==> src/moving_average_filter_top_defines.svh <==
// assertion macros shared by the moving average filter rtl
// no dependencies; expects clk and rst_n in the scope of each use
`ifndef MOVING_AVERAGE_FILTER_TOP_DEFINES_SVH
`define MOVING_AVERAGE_FILTER_TOP_DEFINES_SVH

// same-cycle implication, checked out of reset
`define MAF_ASSERT_NOW(lbl, ante, cons, msg) \
    lbl: assert property (@(posedge clk) disable iff (!rst_n) (ante) |-> (cons)) \
        else $error(msg);

// next-cycle implication, checked out of reset
`define MAF_ASSERT_NEXT(lbl, ante, cons, msg) \
    lbl: assert property (@(posedge clk) disable iff (!rst_n) (ante) |=> (cons)) \
        else $error(msg);

`endif

==> src/maf_pkg.sv <==
// shared types and constants for the moving average filter
// no dependencies
`timescale 1ns / 1ps

package maf_pkg;

    // sample and average width
    localparam int DATA_W     = 16;
    // default averaging window
    localparam int WINDOW_DEF = 5;

    // queue between front and back
    localparam int QDEPTH = 2;
    localparam int QPTR_W = 1;
    localparam int QCNT_W = 2;

    typedef enum logic
    {
        F_IDLE,
        F_UPDATE
    } front_state_t;

    typedef enum logic [1:0]
    {
        B_IDLE,
        B_DIV,
        B_DONE
    } back_state_t;

    // queue occupancy seen by both sides
    typedef struct packed
    {
        logic full;
        logic empty;
    } queue_status_t;

endpackage

==> src/moving_average_filter_top.sv <==
// Moving average filter over the last WINDOW signed 16-bit samples. Each input beat
// yields one output beat: the mean of the samples held so far (divisor is the number
// of samples taken, up to WINDOW), truncated toward zero, and window_full once WINDOW
// samples have arrived. The front reads the ring, then forms the sum and updates the
// ring, and hands the exact running sum to a two-entry queue, holding off while the
// queue is full; it takes no new sample until that push. The back divides the sum
// with a bit-serial restoring divider over SUM_W = 16 + clog2(WINDOW) bits, one
// quotient bit per cycle; that divider sets the sustained rate. out_valid rises once
// the back has popped the beat, run the division and loaded the result.
// depends on maf_pkg, maf_front, maf_queue, maf_back
`timescale 1ns / 1ps

module moving_average_filter_top
    import maf_pkg::*;
#(
    parameter int WINDOW = WINDOW_DEF
)
(
    input  logic                     clk,
    input  logic                     rst_n,
    input  logic                     in_valid,
    output logic                     in_ready,
    input  logic signed [DATA_W-1:0] sample,
    output logic                     out_valid,
    input  logic                     out_ready,
    output logic signed [DATA_W-1:0] average,
    output logic                     window_full
);

    localparam int CNT_W = $clog2(WINDOW + 1);
    localparam int SUM_W = DATA_W + $clog2(WINDOW);

    queue_status_t          q_status;
    logic                   push;
    logic                   pop;
    logic [SUM_W+CNT_W:0]   push_data;
    logic [SUM_W+CNT_W:0]   pop_data;

    // sample intake and running sum
    maf_front #(
        .WINDOW (WINDOW),
        .CNT_W  (CNT_W),
        .SUM_W  (SUM_W)
    ) u_front (
        .clk       (clk),
        .rst_n     (rst_n),
        .in_valid  (in_valid),
        .in_ready  (in_ready),
        .sample    (sample),
        .q_status  (q_status),
        .push      (push),
        .push_data (push_data)
    );

    // decoupling queue
    maf_queue #(
        .WIDTH (SUM_W + CNT_W + 1)
    ) u_queue (
        .clk       (clk),
        .rst_n     (rst_n),
        .push      (push),
        .push_data (push_data),
        .pop       (pop),
        .pop_data  (pop_data),
        .status    (q_status)
    );

    // division and result beat
    maf_back #(
        .WINDOW (WINDOW),
        .CNT_W  (CNT_W),
        .SUM_W  (SUM_W)
    ) u_back (
        .clk         (clk),
        .rst_n       (rst_n),
        .q_status    (q_status),
        .pop_data    (pop_data),
        .pop         (pop),
        .out_valid   (out_valid),
        .out_ready   (out_ready),
        .average     (average),
        .window_full (window_full)
    );

endmodule

==> src/maf_front.sv <==
// front part: accepts samples, keeps the sample ring, running sum and counters
// depends on maf_pkg, moving_average_filter_top_defines.svh
`timescale 1ns / 1ps
`include "moving_average_filter_top_defines.svh"

module maf_front
    import maf_pkg::*;
#(
    parameter int WINDOW = WINDOW_DEF,
    parameter int POS_W  = (WINDOW > 1) ? $clog2(WINDOW) : 1,
    parameter int CNT_W  = $clog2(WINDOW + 1),
    parameter int SUM_W  = DATA_W + $clog2(WINDOW)
)
(
    input  logic                    clk,
    input  logic                    rst_n,
    input  logic                    in_valid,
    output logic                    in_ready,
    input  logic signed [DATA_W-1:0] sample,
    input  queue_status_t           q_status,
    output logic                    push,
    output logic [SUM_W+CNT_W:0]    push_data
);

    front_state_t              state_reg, state_next;
    logic signed [DATA_W-1:0]  sample_reg;
    logic signed [DATA_W-1:0]  old_reg;
    logic [POS_W-1:0]          wp_reg, wp_next;
    logic [CNT_W-1:0]          fill_reg, fill_next;
    logic signed [SUM_W-1:0]   sum_reg, sum_next;
    logic signed [DATA_W-1:0]  ring_mem [WINDOW];
    logic signed [DATA_W-1:0]  old_val;
    logic                      accept;
    logic                      full_now;

    assign accept   = in_valid && in_ready;
    assign in_ready = (state_reg == F_IDLE);

    // entries beyond the fill count were never written and count as zero
    assign full_now = (fill_reg == CNT_W'(WINDOW));
    assign old_val  = full_now ? old_reg : '0;

    // next state and ring update
    always_comb
    begin
        state_next = state_reg;
        wp_next    = wp_reg;
        fill_next  = fill_reg;
        sum_next   = sum_reg;
        push       = 1'b0;
        unique case (state_reg)
            F_IDLE:
            begin
                if (accept)
                begin
                    state_next = F_UPDATE;
                end
            end
            F_UPDATE:
            begin
                if (!q_status.full)
                begin
                    push       = 1'b1;
                    state_next = F_IDLE;
                    sum_next   = sum_reg - SUM_W'(old_val) + SUM_W'(sample_reg);
                    wp_next    = (wp_reg == POS_W'(WINDOW - 1)) ? '0 : wp_reg + 1'b1;
                    fill_next  = full_now ? fill_reg : fill_reg + 1'b1;
                end
            end
            default:
            begin
                state_next = F_IDLE;
            end
        endcase
    end

    // queued beat: window-full flag, divisor, running sum
    assign push_data = {(fill_next == CNT_W'(WINDOW)), fill_next, sum_next};

    // control registers
    always_ff @(posedge clk or negedge rst_n)
    begin
        if (!rst_n)
        begin
            state_reg <= F_IDLE;
            wp_reg    <= '0;
            fill_reg  <= '0;
            sum_reg   <= '0;
        end
        else
        begin
            state_reg <= state_next;
            wp_reg    <= wp_next;
            fill_reg  <= fill_next;
            sum_reg   <= sum_next;
        end
    end

    // sample ring with registered read of the oldest entry
    always_ff @(posedge clk)
    begin
        if (accept)
        begin
            sample_reg <= sample;
            old_reg    <= ring_mem[wp_reg];
        end
        if (push)
        begin
            ring_mem[wp_reg] <= sample_reg;
        end
    end

    `MAF_ASSERT_NOW(a_fill_range, 1'b1, fill_reg <= CNT_W'(WINDOW), "fill count above window")
    `MAF_ASSERT_NOW(a_wp_range, 1'b1, wp_reg <= POS_W'(WINDOW - 1), "write position out of ring")
    `MAF_ASSERT_NEXT(a_wp_follows_fill, push && !full_now, wp_reg == POS_W'(fill_reg) || fill_reg == CNT_W'(WINDOW), "write position lost track of fill")

endmodule

==> src/maf_queue.sv <==
// two-entry queue between the front and back parts
// depends on maf_pkg, moving_average_filter_top_defines.svh
`timescale 1ns / 1ps
`include "moving_average_filter_top_defines.svh"

module maf_queue
    import maf_pkg::*;
#(
    parameter int WIDTH = 8
)
(
    input  logic             clk,
    input  logic             rst_n,
    input  logic             push,
    input  logic [WIDTH-1:0] push_data,
    input  logic             pop,
    output logic [WIDTH-1:0] pop_data,
    output queue_status_t    status
);

    logic [WIDTH-1:0]  entry_reg [QDEPTH];
    logic [QPTR_W-1:0] wr_reg, rd_reg;
    logic [QCNT_W-1:0] cnt_reg;
    logic              do_push, do_pop;

    assign status.full  = (cnt_reg == QCNT_W'(QDEPTH));
    assign status.empty = (cnt_reg == '0);
    assign do_push      = push && !status.full;
    assign do_pop       = pop && !status.empty;
    assign pop_data     = entry_reg[rd_reg];

    // pointers and occupancy
    always_ff @(posedge clk or negedge rst_n)
    begin
        if (!rst_n)
        begin
            wr_reg  <= '0;
            rd_reg  <= '0;
            cnt_reg <= '0;
        end
        else
        begin
            if (do_push)
            begin
                wr_reg <= wr_reg + 1'b1;
            end
            if (do_pop)
            begin
                rd_reg <= rd_reg + 1'b1;
            end
            if (do_push && !do_pop)
            begin
                cnt_reg <= cnt_reg + 1'b1;
            end
            else if (do_pop && !do_push)
            begin
                cnt_reg <= cnt_reg - 1'b1;
            end
        end
    end

    // storage
    always_ff @(posedge clk)
    begin
        if (do_push)
        begin
            entry_reg[wr_reg] <= push_data;
        end
    end

    `MAF_ASSERT_NOW(a_q_cnt, 1'b1, cnt_reg <= QCNT_W'(QDEPTH), "queue count overflow")

endmodule

==> src/maf_back.sv <==
// back part: bit-serial division of the running sum by the fill count
// depends on maf_pkg, moving_average_filter_top_defines.svh
`timescale 1ns / 1ps
`include "moving_average_filter_top_defines.svh"

module maf_back
    import maf_pkg::*;
#(
    parameter int WINDOW = WINDOW_DEF,
    parameter int CNT_W  = $clog2(WINDOW + 1),
    parameter int SUM_W  = DATA_W + $clog2(WINDOW)
)
(
    input  logic                     clk,
    input  logic                     rst_n,
    input  queue_status_t            q_status,
    input  logic [SUM_W+CNT_W:0]     pop_data,
    output logic                     pop,
    output logic                     out_valid,
    input  logic                     out_ready,
    output logic signed [DATA_W-1:0] average,
    output logic                     window_full
);

    localparam int ITER_W = $clog2(SUM_W + 1);

    back_state_t               state_reg, state_next;
    logic [SUM_W-1:0]          dq_reg, dq_next;
    logic [CNT_W-1:0]          rem_reg, rem_next;
    logic [CNT_W-1:0]          div_reg;
    logic [ITER_W-1:0]         iter_reg, iter_next;
    logic                      neg_reg;
    logic                      flag_reg;
    logic signed [DATA_W-1:0]  avg_reg;
    logic                      wf_reg;
    logic                      ovalid_reg, ovalid_next;
    logic                      load_out;
    logic signed [SUM_W-1:0]   q_sum;
    logic [CNT_W-1:0]          q_cnt;
    logic                      q_flag;
    logic [SUM_W-1:0]          q_mag;
    logic [CNT_W:0]            rem_sh;
    logic [CNT_W:0]            rem_sub;
    logic                      qbit;
    logic [DATA_W-1:0]         quo;

    assign {q_flag, q_cnt, q_sum} = pop_data;
    assign q_mag = q_sum[SUM_W-1] ? SUM_W'(-q_sum) : SUM_W'(q_sum);

    // one restoring division step
    assign rem_sh  = {rem_reg, dq_reg[SUM_W-1]};
    assign rem_sub = rem_sh - {1'b0, div_reg};
    assign qbit    = (rem_sh >= {1'b0, div_reg});
    assign quo     = dq_reg[DATA_W-1:0];

    // next state and divider datapath
    always_comb
    begin
        state_next  = state_reg;
        dq_next     = dq_reg;
        rem_next    = rem_reg;
        iter_next   = iter_reg;
        pop         = 1'b0;
        load_out    = 1'b0;
        ovalid_next = ovalid_reg && !out_ready;
        unique case (state_reg)
            B_IDLE:
            begin
                if (!q_status.empty)
                begin
                    pop        = 1'b1;
                    dq_next    = q_mag;
                    rem_next   = '0;
                    iter_next  = ITER_W'(SUM_W);
                    state_next = B_DIV;
                end
            end
            B_DIV:
            begin
                dq_next   = {dq_reg[SUM_W-2:0], qbit};
                rem_next  = qbit ? rem_sub[CNT_W-1:0] : rem_sh[CNT_W-1:0];
                iter_next = iter_reg - 1'b1;
                if (iter_reg == ITER_W'(1))
                begin
                    state_next = B_DONE;
                end
            end
            B_DONE:
            begin
                if (!ovalid_reg || out_ready)
                begin
                    load_out    = 1'b1;
                    ovalid_next = 1'b1;
                    state_next  = B_IDLE;
                end
            end
            default:
            begin
                state_next = B_IDLE;
            end
        endcase
    end

    // control registers
    always_ff @(posedge clk or negedge rst_n)
    begin
        if (!rst_n)
        begin
            state_reg  <= B_IDLE;
            iter_reg   <= '0;
            ovalid_reg <= 1'b0;
        end
        else
        begin
            state_reg  <= state_next;
            iter_reg   <= iter_next;
            ovalid_reg <= ovalid_next;
        end
    end

    // divider and output beat payload
    always_ff @(posedge clk)
    begin
        dq_reg  <= dq_next;
        rem_reg <= rem_next;
        if (pop)
        begin
            div_reg  <= q_cnt;
            neg_reg  <= q_sum[SUM_W-1];
            flag_reg <= q_flag;
        end
        if (load_out)
        begin
            avg_reg <= neg_reg ? DATA_W'(-quo) : quo;
            wf_reg  <= flag_reg;
        end
    end

    assign out_valid   = ovalid_reg;
    assign average     = avg_reg;
    assign window_full = wf_reg;

    `MAF_ASSERT_NOW(a_rem_below_div, state_reg == B_DIV, rem_reg < div_reg, "remainder not below divisor")
    `MAF_ASSERT_NOW(a_div_nonzero, state_reg == B_DIV, div_reg != '0, "division by zero fill count")
    `MAF_ASSERT_NEXT(a_out_hold, out_valid && !out_ready, out_valid && $stable(average), "result beat dropped while stalled")

endmodule
==> config.mk <==
export PLATFORM = sky130hd
export DESIGN_NAME = moving_average_filter_top
export DESIGN_NICKNAME = d
export VERILOG_FILES = /design/src/maf_pkg.sv /design/src/moving_average_filter_top.sv /design/src/maf_front.sv /design/src/maf_queue.sv /design/src/maf_back.sv
export VERILOG_INCLUDE_DIRS = /design/src /design/src/src
export SDC_FILE = /design/constraint.sdc
export NUM_CORES = 1
export LEC_CHECK = 0
export ABC_AREA = 1
export CAP_MARGIN = 20
export CORE_MARGIN = 2
export CORE_UTILIZATION = 55
export DETAILED_ROUTE_END_ITERATION = 10
export DONT_BUFFER_PORTS = 1
export PLACE_DENSITY = 0.8
export SYNTH_ARGS = -nofsm -noshare
export SYNTH_HDL_FRONTEND = slang
export SYNTH_HIERARCHICAL = 1
export SYNTH_SLANG_ARGS = --single-unit
==> constraint.sdc <==
create_clock -name clk -period 3.6 [get_ports clk]
set_input_delay 0.36 -clock clk [delete_from_list [all_inputs] [get_ports clk]]
set_output_delay 0.36 -clock clk [all_outputs]
set_load 0.1 [all_outputs]
==> results of run 1 <==
==> tightest hold or removal path: stages <==
cell	delay (ns)
nor2_1	0.03
nand2_1	0.05
o21ai_0	0.07
==> per-stage QoR <==
step / instance area, µm² / util / hold WS (ns) / std cells
6_report: 12980 / 0.6196 / 0.04299 / 1470
5_1_grt: 12980 / 0.6196 / 0.04116 / 1470
4_1_cts: 12980 / 0.6196 / 0.02729 / 1470
3_5_place_dp: 12030 / 0.5739 / 0.06519 / 1407
3_3_place_gp: 12030 / 0.5739 / 0.06517 / 1407
2_1_floorplan: 11670 / - / 0.06441 / 1140
==> layer usage <==
layer / GRT usage / up-vias
met5: 0 / -
met4: 0.06792 / 0
met3: 0.02744 / 53
met2: 0.3789 / 205
met1: 0.2576 / 3659
li1: - / 3825
==> worst max path at each step <==
stage	start	end	slack, ns	cells after the start
floorplan	u_front/fill_reg[0]	u_queue/entry_reg[0][18]	0.61	17
global placement	u_front/fill_reg[0]	u_queue/entry_reg[0][14]	0.42	15
detailed placement	u_front/fill_reg[0]	u_queue/entry_reg[0][17]	0.32	16
CTS	u_front/fill_reg[0]	u_queue/entry_reg[0][17]	0.30	16
global route	u_front/fill_reg[0]	u_queue/entry_reg[0][18]	0.005	18
finish	u_front/fill_reg[0]	u_queue/entry_reg[0][17]	0.29	16
==> repair_timing <==
action                                 CTS  global route
setup endpoints to repair                0             0
endpoints found under the hold margin   55             0
hold buffers                            19             0
==> synthesized netlist by cell type (all sizes together) <==
cell type	instances
nand4	6
edfxtp	202
ha	32
a22oi	5
clkinv	1
o21ai	72
o31ai	1
xor2	15
nor2	103
clkbuf	8
inv	180
o2111ai	13
a31o	1
a31oi	1
nor4	1
nor3	5
nand2	303
fa	19
or2	3
o211ai	5
o22ai	3
nand3	64
and2	3
xnor2	8
dfrtp	38
a21oi	25
o21bai	2
nand3b	3
buf	18
==> area by class of cell <==
type | count | area (µm²)
clock buffer | 31 | 688.2
clock inverter | 13 | 70.07
fill | 1673 | 7971
inverter | 181 | 679.4
multi-input combinational | 693 | 3850
sequential | 240 | 7017
tap | 275 | 344.1
timing repair buffer | 37 | 335.3
==> cells by family after synthesis <==
logic type | count (synthesis) | share of synthesized area
AOI/OAI and AO/OA | 128 | 0.06326
and+or+nand+nor | 491 | 0.1797
xor gates and xnor gates | 23 | 0.01791
buffers and inverters | 207 | 0.07098
adders and majority gates | 51 | 0.06690
DFF | 240 | 0.6013
==> results.md, run 1 <==
* CP Cell Sequence: ha_1 > nand2_1 > nor2_1 > fa_1 > inv_1 > ha_1 > a21oi_1 > nand2_1 > nand2_1 > nand3_2 > nand2_1 > nand2_1 > nand2_1 > nand3_1 > nand2_1 > inv_1
* Pre-CTS WS at 0.3200 ns
* ANT nets after route at 0
* Endpoint of the worst hold path: u_back/state_reg[1]
* Reg clk slew, reported paths at 0.06 ns
* RSZ-0062 raised after global routing: false
* Mean Syn Cell Area at 10.24 µm²
* Root buffer cell: clkbuf_16
* Unique masters post-synth at 45
* GPL Wtd Cong at 0.9092
* Commonest non-fill, non-tap cell in the layout: nand2_1
* Clk_lat worst skew at 0.51 ns
* WL/cell at 15.02 µm
* Initial Util at 0.5569
* Hold Crit Start: out_ready
* Metal-1 WL at 9.255 mm
* Die ar. at 0.02240 mm²
* Min setup slack post-route at 0.2867 ns
* Initial antenna violation count at 0
* Status: complete, no violations
* Max FFs per register at 80
* Setup Buffers After CTS at 0
* Fin crit period at 3.313 ns
* # H-tree levels at 1
* Routed WL at 22.09 mm
* RR Endpoint: u_queue/entry_reg[0][17]
* DRC violations left at 0
* R2r worst-path depth at 16
* Via count at 7742
* Final setup fails at 0
* Vias in the first global route at 7895
* #FFs+latches synth at 240
* Slowest cell delay on critical path at 0.50 ns
* Max Transition Viols Final at 0
* Critical path data arrival time at 3.58 ns
* Mapped Area at 0.01167 mm²
* Detailed Place HPWL at 15.14 mm
* Syn-to-layout area delta at 11.26%
* Row Count at 53
* Top post-synthesis cells by area: edfxtp_1, nand2_1, dfrtp_1, inv_1, ha_1
* Fin nets at 1248
* Clock buffer depth at 3
* Share of layout cells above drive strength 1 at 0.09372
* DIE WIDTH at 149.7 µm
* Worst Skew at 0.01142 ns
* Slowest cell on the critical path: fa_1
* MaxCap Viol Count at 0
* Final period util at 0.9203
* Drt first-iter violations at 361
* IO Count at 39
* Worst hold path type: in2reg
* CTS Sinks at 240
* Ys Warns at 6
* # diodes at 0
* Routed wl met3 at 946 µm
* Grt total ovfl at 0
* Critical path launch point type: flop
* Reg2Reg Setup Slack at 0.29 ns
* Least-Margin Pin Slew at 0.9751 ns
* DR pass1 iterations at 5
* PortBufs at 0
* Top layer in use: met4
* Fmax at 0.3018 GHz
* Most area-hungry cell type in the Yosys netlist: edfxtp_1
* Global Route Usage Sum at 0.2083
* CTS tree: yes
* First-pass GRT wire length at 37.38 mm
* Hold Path Depth at 3
* Met2 wire length at 11.21 mm
* Buf+Inv Stages, Crit Path at 2
* Core area at 0.02096 mm²
* Max Fanout on Critical Path at 16
* Max-slew headroom at 0.3484
* Largest net degree at the start of global routing at 39
* Synth top area share at 0.5198
* Cell repeated most along the worst path: nand2_1
* Register area share after synthesis at 0.6013
* Required time of the critical path at 3.86 ns
* Most frequent cells in the layout: nand2_1, edfxtp_1, inv_1
* PostCTS Resize Cnt at 0
* Synthesized netlist cell count at 1140
* WS Path Type: reg2reg
* Vias per inst at 5.267
* Die height at 149.7 µm
* Setup_tns at 0 ns
* Final hold viol count at 0
* CP endpoint kind: flop
* RR Startpoint: u_front/fill_reg[0]
* Top delay family on crit path: simple AND/OR/NAND/NOR gates
* CTS Buf Count at 24
* Syn nets at 1211
Power of run 1 is not shown: default switching activity piles up to over one toggle a cycle in this logic, so the estimate is an artifact.
==> run 2, diff against run 1 <==
--- a/config.mk
+++ b/config.mk
@@ -12,8 +12,8 @@
 export CORE_UTILIZATION = 55
 export DETAILED_ROUTE_END_ITERATION = 10
 export DONT_BUFFER_PORTS = 1
+export MAX_ROUTING_LAYER = met4
 export PLACE_DENSITY = 0.8
 export SYNTH_ARGS = -nofsm -noshare
 export SYNTH_HDL_FRONTEND = slang
-export SYNTH_HIERARCHICAL = 1
 export SYNTH_SLANG_ARGS = --single-unit
==> run 2 against run 1 <==
  * Final area grew 1.5%
  * Register-to-register slack gained 0.02 ns
  * Highest routed layer unchanged
  * Sequential share of layout area shrank 0.82 points
  * Maximum frequency grew 0.70%
  * Synthesized cell count grew 2.5%
  * Synthesized area grew 1.3%
  * Clock-buffer cell count is the same
  * Flip-flop and latch count is the same
  * Global-route usage grew 0.97 points
  * First-iteration DRC count grew 26%
  * Via count grew 2.1%
==> results.md, run 2 <==
* Status: complete, no violations
* Routed WL at 22.94 mm
* Most area-hungry cell type in the Yosys netlist: edfxtp_1
* PortBufs at 0
* Register area share after synthesis at 0.5938
* IO Count at 39
* Root buffer cell: clkbuf_16
* CTS tree: yes
* Final setup fails at 0
* Fmax at 0.3039 GHz
* # fillers at 1657
* ANT nets after route at 0
* Syn-to-layout area delta at 11.56%
* Detailed Place HPWL at 15.79 mm
* Vias per inst at 5.279
* MaxCap Viol Count at 0
* Fin crit period at 3.290 ns
* Clk_lat worst skew at 0.51 ns
* WS Path Type: reg2reg
* Most common cell in the netlist: nand2_1
* Least-Margin Pin Slew at 1.012 ns
* Critical path data arrival time at 3.51 ns
* Most frequent cells in the layout: nand2_1, edfxtp_1, inv_1
* Setup Buffers After CTS at 0
* Share of layout cells above drive strength 1 at 0.07938
* Die height at 150.6 µm
* CP endpoint kind: flop
* Fin nets at 1275
* DR pass1 iterations at 5
* CTS Sinks at 240
* Critical path launch point type: flop
* Setup_tns at 0 ns
* Initial Util at 0.5604
* Unique masters post-synth at 49
* Via count at 7902
* First-pass GRT wire length at 38.21 mm
* Worst Skew at 0.01301 ns
* # diodes at 0
* DIE WIDTH at 150.6 µm
* Final period util at 0.9139
* Top post-synthesis cells by count: nand2_1, edfxtp_1, inv_1
* Max-slew headroom at 0.3239
* Drt first-iter violations at 454
* Final hold viol count at 0
* Mean Syn Cell Area at 10.12 µm²
* RSZ-0062 raised after global routing: false
* Required time of the critical path at 3.82 ns
* Grt total ovfl at 0
* Global Route Usage Sum at 0.2180
* Die ar. at 0.02267 mm²
* Max FFs per register at 80
* Ys flop type: edfxtp_1
* Syn nets at 1238
* DRC violations left at 0
* WL/cell at 15.32 µm
* Clock buffer depth at 3
* GPL Wtd Cong at 0.9537
* Synthesized netlist cell count at 1168
* Post-synth EDFFs at 202
* Top post-synthesis cells by area: edfxtp_1, nand2_1, dfrtp_1, inv_1, ha_1
* Reg clk slew, reported paths at 0.06 ns
* Row Count at 53
* Mapped Area at 0.01182 mm²
* CTS Buf Count at 25
* Largest net degree at the start of global routing at 39
* Ys Warns at 0
* #FFs+latches synth at 240
* Worst hold path type: in2reg
* Core area at 0.02109 mm²
* Asr flop ratio synth at 0.1583
* Vias in the first global route at 7993
* Synth top area share at 0.5133
* Max Fanout on Critical Path at 16
* # H-tree levels at 1
* Commonest non-fill, non-tap cell in the layout: nand2_1
* Initial antenna violation count at 0
* Max Transition Viols Final at 0
[run 2: worst paths after layout]
| path | startpoint | to | depth (start not counted) | slack [ns] |
|---|---|---|---|---|
| max | u_front.fill_reg[0] | u_queue.entry_reg[1][11] | 16 | 0.31 |
| min | in_valid | u_front.state_reg | 2 | 0.07 |
| max reg2reg | u_front.fill_reg[0] | u_queue.entry_reg[1][11] | 16 | 0.31 |
| min reg2reg | u_back.flag_reg | u_back.window_full | 0 | 0.44 |
| max in group asynchronous | rst_n | u_front.wp_reg[1] | 2 | 3.06 |
| min in group asynchronous | rst_n | u_front.sum_reg[16] | 2 | 0.33 |
[run 2: repair_timing]
item                                    in CTS  in global routing
endpoints found under the setup margin       0                  2
hold buffers                                19                  0
resized for setup                            0                  1
hold endpoints to repair                    56                  0
[run 2: area by class of cell]
cell class              count  area (µm²)  share of cell area
well taps                 275       344.1             0.02610
repair buffers             37       335.3             0.02543
clock buffers              31       658.1             0.04992
flip-flops and latches    240        7017              0.5322
multi-input cells         697        3911              0.2967
inverters                 204       770.7             0.05846
clock inverters            13       147.6             0.01120
[run 2: kinds of logic after synthesis]
group / synth area share
AOI/OAI and AO/OA: 0.06035
muxes: 0.0008470
xor gates and xnor gates: 0.02372
buffers and inverters: 0.07824
DFF: 0.5938
adders and majority gates: 0.06501
and+or+nand+nor: 0.1781
[run 2: per-layer routing]
| layer | wire length, µm | vias up | GRT usage |
|---|---|---|---|
| met5 | 0 | - | - |
| met4 | 835 | 0 | 0.08505 |
| met3 | 1195 | 66 | 0.02848 |
| met1 | 9400 | 3685 | 0.2586 |
| met2 | 11510 | 263 | 0.3795 |
| li1 | - | 3888 | - |
[run 2: metrics by stage]
stage / cell area (µm²) / util / setup slack, ns / cells / hold WS [ns]
after global placement: 12180 / 0.5775 / 0.4823 / 1434 / 0.06838
after detailed placement: 12180 / 0.5775 / 0.3316 / 1434 / 0.06902
final: 13180 / 0.6252 / 0.3098 / 1497 / 0.06599
after floorplan: 11820 / - / 0.04701 / 1168 / 0.06441
after CTS: 13180 / 0.6252 / 0.2809 / 1497 / 0.04731
after global routing: 13180 / 0.6252 / 0.05666 / 1497 / 0.06374
[run 2: worst max-delay path, stage by stage (launching register included)]
cell,delay (ns)
dfrtp_1,0.42
ha_1,0.25
nand2_1,0.08
buf_4,0.20
nor2_1,0.07
fa_1,0.47
inv_1,0.04
ha_1,0.34
inv_1,0.08
o21ai_0,0.31
a21oi_1,0.13
nand2_1,0.14
nand2_1,0.06
nand2_1,0.07
a21oi_1,0.06
o21ai_0,0.10
o21ai_0,0.18
Power of run 2 is left out for the same reason.
==> run 3, diff against run 2 <==
--- a/config.mk
+++ b/config.mk
@@ -6,13 +6,11 @@
 export SDC_FILE = /design/constraint.sdc
 export NUM_CORES = 1
 export LEC_CHECK = 0
-export ABC_AREA = 1
 export CAP_MARGIN = 20
 export CORE_MARGIN = 2
 export CORE_UTILIZATION = 55
 export DETAILED_ROUTE_END_ITERATION = 10
 export DONT_BUFFER_PORTS = 1
-export MAX_ROUTING_LAYER = met4
 export PLACE_DENSITY = 0.8
 export SYNTH_ARGS = -nofsm -noshare
 export SYNTH_HDL_FRONTEND = slang
==> run 3 against run 2 <==
  * Non-clock buffer count increased by 16
  * Core utilization increased by 1.4 points
  * Register-to-register slack got worse by 0.13 ns
  * First-iteration DRC count decreased by 43%
  * Global-route usage decreased by 3.1 points
  * Worst setup slack got worse by 0.13 ns
==> results.md, run 3 <==
* Max Transition Viols Final at 0
* CTS Sinks at 240
* RR Endpoint: u_queue.entry_reg[0][16]
* Core area at 0.02004 mm²
* Initial Util at 0.5567
* Ys Warns at 0
* Vias per inst at 5.460
* Hold Crit Start: out_ready
* CTS Buf Count at 24
* Pre-CTS WS at -0.1255 ns
* Max-slew headroom at 0.3591
* ANT nets after route at 0
* Final setup fails at 0
* Most area-hungry cell type in the Yosys netlist: edfxtp_1
* Reg2Reg Setup Slack at 0.18 ns
* Clock buffer depth at 3
* Synthesized netlist cell count at 857
* Asr flop ratio synth at 0.1583
* Drt first-iter violations at 258
* # fillers at 1490
* Most common cell in the netlist: edfxtp_1
* Mean Syn Cell Area at 13.02 µm²
* CP endpoint kind: flop
* Vias in the first global route at 6717
* Required time of the critical path at 3.96 ns
* Fmax at 0.2921 GHz
* WL/cell at 16.59 µm
* Max FFs per register at 80
* Min setup slack post-route at 0.1764 ns
* Clk_lat worst skew at 0.51 ns
* Multiplexer share of the synthesized area at 0.04856
* Largest net degree at the start of global routing at 40
* # H-tree levels at 1
* Most frequent cells in the layout: edfxtp_1, inv_1, nand2_1
* Fin nets at 977
* Initial antenna violation count at 0
* Die ar. at 0.02144 mm²
* Largest family of logic cells by synthesized area: simple AND/OR/NAND/NOR gates
* Critical path data arrival time at 3.78 ns
* R2r worst-path depth at 12
* Global Route Usage Sum at 0.1869
* Hold Path Depth at 2
* Final period util at 0.9510
* Reg clk slew, reported paths at 0.06 ns
* Critical path launch point type: flop
* # diodes at 0
* Max Fanout on Critical Path at 10
* Row Count at 52
* Reg area at 0.007017 mm²
* Via count at 6525
* CTS tree: yes
* RR Startpoint: u_front.fill_reg[0]
* Commonest non-fill, non-tap cell in the layout: edfxtp_1
* Fin crit period at 3.424 ns
* PortBufs at 0
* #FFs+latches synth at 240
* Mapped Area at 0.01116 mm²
* Compound-Gate Fraction of Synth Area at 0.08490
* Grt total ovfl at 0
* First-pass GRT wire length at 32.57 mm
* Detailed Place HPWL at 13.07 mm
* Syn nets at 927
* DP Cell Count at 1130
* Root buffer cell: clkbuf_16
* WS Path Type: reg2reg
* Post-synthesis adder-cell area fraction at 0.06886
* Least-Margin Pin Slew at 0.9593 ns
* Routed WL at 19.83 mm
* Top post-synthesis cells by area: edfxtp_1, dfrtp_1, ha_1, fa_1, inv_1
* GPL Wtd Cong at 0.8509
* Post-Synth Simple-Gate Area at 0.08580
* Multi-input gate area at 0.003799 mm²
* Final hold viol count at 0
* Die height at 146.4 µm
* IO Count at 39
* DIE WIDTH at 146.4 µm
* Worst Skew at 0.009132 ns
* DRC violations left at 0
* Syn-to-layout area delta at 14.91%
* Endpoint of the worst hold path: u_back.out_valid
* Register area share after synthesis at 0.6290
* Top post-synthesis cells by count: edfxtp_1, inv_1, nand2_1
* Synth top area share at 0.5437
* DR pass1 iterations at 5
* Placement Cell Area at 0.01165 mm²
* Status: complete, no violations
* Worst hold path type: in2reg
* Layout Cells excl Fill at 1195
* Final Cell Area at 0.01282 mm²
* Unique masters post-synth at 59
* Post-synth EDFFs at 202
* Ys flop type: edfxtp_1
* MaxCap Viol Count at 0
* Share of layout cells above drive strength 1 at 0.1286
* Post-Synth XOR/XNOR Area at 0.04161
==> run 3: changes by cell type after synthesis, moves of 21 or more <==
cell,delta
inv_1,-105
nand2_1,-205
xnor2_1,+25
nor2_1,-48
mux2i_1,+25
nand3_1,-61
o21ai_0,+21
==> run 3: routing by layer <==
metal  wire (µm)  part of all wire  vias up  GRT usage
met3         636             0.032       43    0.02844
met4         483             0.024        0    0.05728
met5           0                 0        -          0
met1        8628              0.44     3178     0.2394
li1            -                 -     3176          -
met2       10080              0.51      128     0.3314
==> run 3: worst max-delay path by stage <==
stage / start / end / slack, ns
2_1_floorplan: u_front.fill_reg[0] / u_queue.entry_reg[0][14] / 0.02
3_3_place_gp: u_front.fill_reg[1] / u_queue.entry_reg[1][15] / 0.02
3_5_place_dp: u_front.fill_reg[1] / u_queue.entry_reg[1][16] / -0.13
4_1_cts: u_front.fill_reg[1] / u_queue.entry_reg[0][15] / 0.01
5_1_grt: u_front.fill_reg[0] / u_queue.entry_reg[0][17] / -0.01
6_report: u_front.fill_reg[0] / u_queue.entry_reg[0][16] / 0.18
==> run 3: layout make-up <==
class,instances,area share
sequential,240,0.5474
multi-input combinational,498,0.2963
clock buffer,38,0.05974
timing repair buffer,53,0.03553
inverter,90,0.02635
tap,270,0.02635
clock inverter,6,0.008297
==> run 3: worst max-delay path, cell delays in order (launching register included) <==
cell and delay, ns:
dfrtp_1 0.42, ha_4 0.21, and3_1 0.18, fa_1 0.48, inv_1 0.04, ha_1 0.34, o211ai_1 0.12, o21ai_1 0.22
a31oi_2 0.16, o31ai_4 0.30, a41oi_2 0.20, or4_1 0.45, nand3_1 0.15
==> run 3: timing repair <==
item                       in CTS  in global routing
hold endpoints to repair       55                  0
pin swaps                       1                  4
resized for setup               2                 15
setup buffers                   0                  2
setup endpoints to repair       9                 25
hold buffers                   19                  0
==> run 3: logic make-up (layout without fill, tap and decap cells) <==
kind of cell	Yosys count	count (layout)
XOR/XNOR	53	53
buffers and inverters	119	187
AND/OR/NAND/NOR	194	194
flip-flops	240	240
AO/OA/AOI/OAI	157	157
adder cells (fa/ha/maj)	50	50
multiplexers	44	44
==> run 3: per-stage QoR <==
step                      hold WS [ns]    util  setup TNS [ns]
after floorplan                0.06441       -               0
after global placement         0.06553  0.5812               0
after detailed placement       0.06567  0.5812         -0.4992
after CTS                      0.05191  0.6351               0
after global routing           0.08890  0.6397        -0.02119
final                          0.06717  0.6397               0
Power of run 3 is left out for the same reason.
